===== src/design/ssstk_pkg.sv =====
`timescale 1ns / 1ps

package ssstk_pkg;

   localparam int REQ_TYPE_BITS = 3;
   localparam int REQ_NAME_BITS = 16;
   localparam int KIND_BITS     = 4;
   localparam int VALUE_BITS    = 32;
   localparam int SLOT_BITS     = 10;
   localparam int FOUND_BITS    = 9;
   localparam int DEPTH_BITS    = 10;

   localparam int REQ_DATA_BITS = 96;
   localparam int RSP_DATA_BITS = 104;

   localparam logic [REQ_TYPE_BITS-1:0] REQ_PUSH     = 3'd0;
   localparam logic [REQ_TYPE_BITS-1:0] REQ_LOOKUP   = 3'd1;
   localparam logic [REQ_TYPE_BITS-1:0] REQ_READ     = 3'd2;
   localparam logic [REQ_TYPE_BITS-1:0] REQ_RENAME   = 3'd3;
   localparam logic [REQ_TYPE_BITS-1:0] REQ_TRUNCATE = 3'd4;

   localparam logic [KIND_BITS-1:0] KIND_CONST = 4'd5;

   typedef enum logic [1:0] {
      STATUS_OK        = 2'd0,
      STATUS_NOT_FOUND = 2'd1,
      STATUS_FULL      = 2'd2,
      STATUS_RANGE     = 2'd3
   } status_type;

   typedef enum logic {
      ST_IDLE = 1'b0,
      ST_SCAN = 1'b1
   } state_type;

endpackage


===== src/design/ssstk_cell.sv =====
`timescale 1ns / 1ps

module ssstk_cell
   import ssstk_pkg::*;
#(
   parameter int NAME_BITS = 16
) (
   input  logic                    clock,
   input  logic                    shift_en,
   input  logic [NAME_BITS-1:0]    d_name,
   input  logic [KIND_BITS-1:0]    d_kind,
   input  logic [VALUE_BITS-1:0]   d_first,
   input  logic [VALUE_BITS-1:0]   d_second,
   output logic [NAME_BITS-1:0]    q_name,
   output logic [KIND_BITS-1:0]    q_kind,
   output logic [VALUE_BITS-1:0]   q_first,
   output logic [VALUE_BITS-1:0]   q_second
);

   logic [NAME_BITS-1:0]  name_ff;
   logic [KIND_BITS-1:0]  kind_ff;
   logic [VALUE_BITS-1:0] first_ff;
   logic [VALUE_BITS-1:0] second_ff;

   always_ff @(posedge clock) begin
      if (shift_en) begin
         name_ff   <= d_name;
         kind_ff   <= d_kind;
         first_ff  <= d_first;
         second_ff <= d_second;
      end
   end

   assign q_name   = name_ff;
   assign q_kind   = kind_ff;
   assign q_first  = first_ff;
   assign q_second = second_ff;

endmodule


===== config.mk =====
export PLATFORM = sky130hd
export DESIGN_NAME = ssstk_cell
export DESIGN_NICKNAME = d
export VERILOG_FILES = /design/src/design/ssstk_pkg.sv /design/src/design/ssstk_cell.sv
export SDC_FILE = /design/constraint.sdc
export NUM_CORES = 1
export LEC_CHECK = 0
export BUFFER_PORTS_ARGS = -buffer_cell sky130_fd_sc_hd__buf_2
export CELL_PAD_IN_SITES_DETAIL_PLACEMENT = 1
export CELL_PAD_IN_SITES_GLOBAL_PLACEMENT = 2
export CORE_MARGIN = 2
export CORE_UTILIZATION = 25
export CTS_BUF_LIST = sky130_fd_sc_hd__clkbuf_8
export DETAILED_ROUTE_END_ITERATION = 6
export GPL_TIMING_DRIVEN = 0
export PLACE_DENSITY_LB_ADDON = 0.1
export SYNTH_ARGS = -nofsm -noshare
export SYNTH_HDL_FRONTEND = slang
export SYNTH_SLANG_ARGS = --single-unit

===== constraint.sdc =====
create_clock -name clock -period 0.8 [get_ports clock]
set_input_delay 0 -clock clock [delete_from_list [all_inputs] [get_ports clock]]
set_output_delay 0 -clock clock [all_outputs]
set_load 0.005 [all_outputs]

==> metrics, run 1 <==
Bufs and invs on worst path 1; CTS Sinks 84; Max Freq 1.16 GHz; CP Max Fanout 1; beginning of the critical path q_kind[1]; root cell of the clock tree clkbuf_8; Port-buffer cells between 150 and 200; Max Cap Viol 0; area growth from synthesis to layout 80.7%; Via Count around 1900; vias in the first global route roughly 2000; full die area 0.0109 mm^2; Synth Flop Type edfxtp_1; Non-Filler Instances ~490; drt initial violations 54; hold wc startpoint shift_en; Routed Antenna Nets 0; Die Span Y 104 um; final hold vios 0; layout cells sized above 1 0.508; met1 usage 0.132; Power Total 8.77 mW; Post-synth top cells edfxtp_1; met3 usage 0.0426; FFs w/ async S/R, synth 0; Slew HR 0.656; initial antenna violation count 0; CTS clk-pin slew, worst paths around 0.080 ns; Yosys top cell by area edfxtp_1; Syn Area/Cell about 30 um^2; Post-Layout Inst Area between 0.004 and 0.005 mm^2; WHS approximately 0.16 ns; cell family with most CP delay flip-flops; cts bufs inserted 9; setup bufs post-CTS 0; busiest grt layer met2; status finished, violations left; syn_nets 170; Final period util 1.08; pre-CTS WS -0.297 ns; post-synth cell types 1; htree depth 3; Synth Instances 84; Post-DP Area ~0.0036 mm^2; core area slightly below 0.01 mm^2; RSZ-0062 raised after global routing yes; Die W ~100 um; DRC viols 0; Ports 170; fin worst setup slack -0.0604 ns; GRT overflow 0; Slowest-stage cell, CP edfxtp_1; crit path DAT between 0.8 and 0.9 ns; Slew @ Worst Pin between 0.5 and 0.6 ns; n_diodes 0; Final Max Slew Viols 0; via/cell ratio ~3.8; TritonCTS clock tree yes; Rows 36; multi-input logic area 0 um^2; Tot GR Track Use 0.123; violated checks setup timing; leakage slightly below 2 nW; Slowest Stage Delay on Critical Path between 0.3 and 0.4 ns; Clock Tree Buf Depth 2; CP required approximately 0.80 ns; global-route wire length before repair 10100 um; pwr/cell area ~1900 mW/mm^2; top cells by area, synth edfxtp_1; Synth warnings 0; Wirelength per Cell 13.2 um; min cycle time layout 0.860 ns; Peak VDD IR ~0.94 mV; EDFF count, synth 84; CP cell instances buf_2; area share of the largest cell type after synthesis 1.00; fin util 0.466; Hold WC Path Type in -> reg; final wirelength about 6400 um; largest net degree at the start of global routing slightly below 50; routability cong. roughly 0.65; Final #Nets between 400 and 500; Multi-In Gates 0; Initial Util 0.258; first-pass iteration count of the detailed router 2; sequential element share of the synthesized area 1.00; final number of setup-violating endpoints 84; Synth Cell Area ~0.0025 mm^2; critical path endpoint category output pin; post-route setup TNS -3.15 ns; Worst Setup Path Type reg -> out; met2 layer usage reported by global route 0.210; #FFs+latches synth 84; Worst Setup Start Kind register; most numerous cell in the Yosys netlist edfxtp_1; Placed Cells 387
==> area by class of cell <==
type | instances | area [um^2]
tap | 133 | 166
clock buffer | 9 | 124
timing repair buffer | 254 | 1720
sequential | 84 | 2520
clock inverter | 7 | 27.5
fill | 1021 | 5220
==> sequential cells by signal, indices dropped and copies added, names as in the netlist <==
| signal | flops |
|---|---|
| q_second | 32 |
| q_first | 32 |
| q_kind | 4 |
| q_name | 16 |
==> placed cells by master, fill, tap and decap left out <==
cell type        n
clkinv_1         3
buf_2          168
clkbuf_8         9
clkinv_2         1
dlygate4sd3_1   84
buf_16           1
edfxtp_1        84
buf_4            1
inv_1            3
==> metal layers <==
layer	vias up	share of wire
met5	-	0
li1	871	-
met4	0	0.017
met1	881	0.37
met3	8	0.088
met2	95	0.53
==> power breakdown <==
part / switching, mW / internal (mW) / total, mW
registers: 0.0712 / 5.22 / 5.29
logic: 0.375 / 0.635 / 1.01
clock network: 1.41 / 1.06 / 2.47
total: 1.86 / 6.92 / 8.77
==> what timing repair did <==
item | 4_1_cts | 5_1_grt
endpoints found under the hold margin | 84 | 0
endpoints found under the setup margin | 84 | 84
cloned | 0 | 0
resized for setup | 0 | 0
hold buffers | 84 | 0
==> final timing paths <==
kind  depth (start not counted)  slack [ns]         end
min                           1        0.16  q_first[4]
max                           1       -0.06   q_kind[1]
==> kinds of logic (layout without fill, tap and decap cells) <==
family / Yosys count / count (layout) / synth area share
buf+inv: 0 / 270 / 0
flops: 84 / 84 / 1.00
(Power assumes the default switching activity.)
==> run 2, diff against run 1 <==
--- a/config.mk
+++ b/config.mk
@@ -14,6 +14,7 @@
 export DETAILED_ROUTE_END_ITERATION = 6
 export GPL_TIMING_DRIVEN = 0
 export PLACE_DENSITY_LB_ADDON = 0.1
+export SETUP_SLACK_MARGIN = 0.5
 export SYNTH_ARGS = -nofsm -noshare
 export SYNTH_HDL_FRONTEND = slang
 export SYNTH_SLANG_ARGS = --single-unit
==> metrics, run 2 (synthesis results as in run 1) <==
commonest non-fill, non-tap cell in the layout buf_2; Final period util 1.07; CP required roughly 0.8 ns; RSZ-0062 raised after global routing yes; Slowest Stage Delay on Critical Path 0.36 ns; Initial Util 0.258; Max Cap Viol 0; final wirelength approximately 6000 um; cell family with most CP delay flip-flops; pre-CTS WS -0.297 ns; WHS -0.172 ns; Rows 36; final number of setup-violating endpoints 84; Die W approximately 100 um; vias in the first global route between 1500 and 2000; final hold vios 87; core area around 0.0098 mm^2; violated checks hold timing, setup timing; Final Max Slew Viols 0; Bufs and invs on worst path 1; min cycle time layout approximately 0.86 ns; initial antenna violation count 0; hold wc startpoint d_second[27]; commonest cells after routing, fill and taps aside buf_2, edfxtp_1, clkbuf_8, buf_16; global-route wire length before repair 8690 um; Via Count between 1500 and 2000; Slowest-stage cell, CP edfxtp_1; Slew @ Worst Pin approximately 0.17 ns; Ports 170; area growth from synthesis to layout 52.7%; CTS clk-pin slew, worst paths about 0.080 ns; drt initial violations 28; fill count approximately 1000; Hold Path Depth 1; fin worst setup slack -0.0557 ns; Worst Hold End q_second[27]; pwr/cell area between 2000 and 2500 mW/mm^2; layout cells sized above 1 0.672; critical path endpoint category output pin; via/cell ratio 3.82; CP cell instances buf_2; status finished, violations left; DRC viols 0; Routed Antenna Nets 0; Tot GR Track Use 0.110; leakage 1.66 nW; Final #Nets roughly 360; TritonCTS clock tree yes; cts bufs inserted 9; root cell of the clock tree clkbuf_8; GRT overflow 0; CP Max Fanout 1; crit path DAT 0.86 ns; Worst Setup Start Kind register; n_diodes 0; Die Span Y 104 um; multi-input logic area 0 um^2; post-route setup TNS -2.57 ns; largest net degree at the start of global routing 22; first-pass iteration count of the detailed router 4; routability cong. about 0.65; Slew HR 0.884; Multi-In Gates 0; full die area 0.0109 mm^2; Wirelength per Cell between 10 and 15 um; Clock Tree Buf Depth 2; htree depth 3; Peak VDD IR 0.929 mV; Worst Setup Path Type reg -> out; Max Freq 1.17 GHz; Port-buffer cells approximately 170; CTS Sinks 84; Hold WC Path Type in -> reg
## run 2: changes by cell type in the layout (fill, tap and decap cells not counted), sizes merged
cell / previous run / this run
bufbuf: 0 / 1
dlygate4sd3: 84 / 0
buf: 170 / 173
## run 2: what timing repair did
action / 4_1_cts / 5_1_grt
setup endpoints to repair: 168 / 84
endpoints found under the hold margin: 101 / 101
cloned: 4 / 0
buffers inserted: 0 / 0
resized for setup: 7 / 0
## run 2: worst max path at each step
stage	from	end	slack (ns)	cells after the start
after floorplan	q_first[0]	q_first[0]	0.44	0
after global placement	shift_en	q_second[9]	-1.06	1
after detailed placement	shift_en	q_second[9]	-0.30	2
after CTS	q_name[8]	q_name[8]	-0.09	1
after global routing	q_second[26]	q_second[26]	-0.12	1
final	q_name[8]	q_name[8]	-0.06	1
## run 2: layout make-up
type / count / area, um^2 / share of cell area
clock inverters: 7 / 27.5 / 0.00715
flip-flops and latches: 84 / 2520 / 0.655
clock buffers: 9 / 124 / 0.0322
repair buffers: 174 / 1010 / 0.263
well taps: 133 / 166 / 0.0432
## run 2: per-stage QoR
stage | cells | area, um^2 | util | total power, mW
global route | 407 | 3850 | 0.394 | 8.89
finish | 407 | 3850 | 0.394 | 8.49
detailed placement | 387 | 3560 | 0.365 | 6.10
global placement | 386 | 3530 | 0.362 | 6.07
floorplan | 84 | 2520 | - | 5.46
CTS | 407 | 3850 | 0.394 | 8.68
## run 2: routing by layer
metal / global-route usage / routed length, um / vias up / part of all wire
met5: 0 / 0 / - / 0
met4: 0.0724 / 128 / 0 / 0.022
met3: 0.0501 / 660 / 10 / 0.11
met2: 0.189 / 3020 / 93 / 0.52
met1: 0.106 / 2030 / 736 / 0.35
li1: - / - / 715 / -
## run 2: power by group
group          internal [mW]  switching, mW  leakage, nW  total, mW
Combinational          0.439          0.328        0.744      0.767
Clock                   1.06           1.38       0.0893       2.44
Sequential              5.22         0.0694        0.822       5.29
Total                   6.72           1.78         1.66       8.49
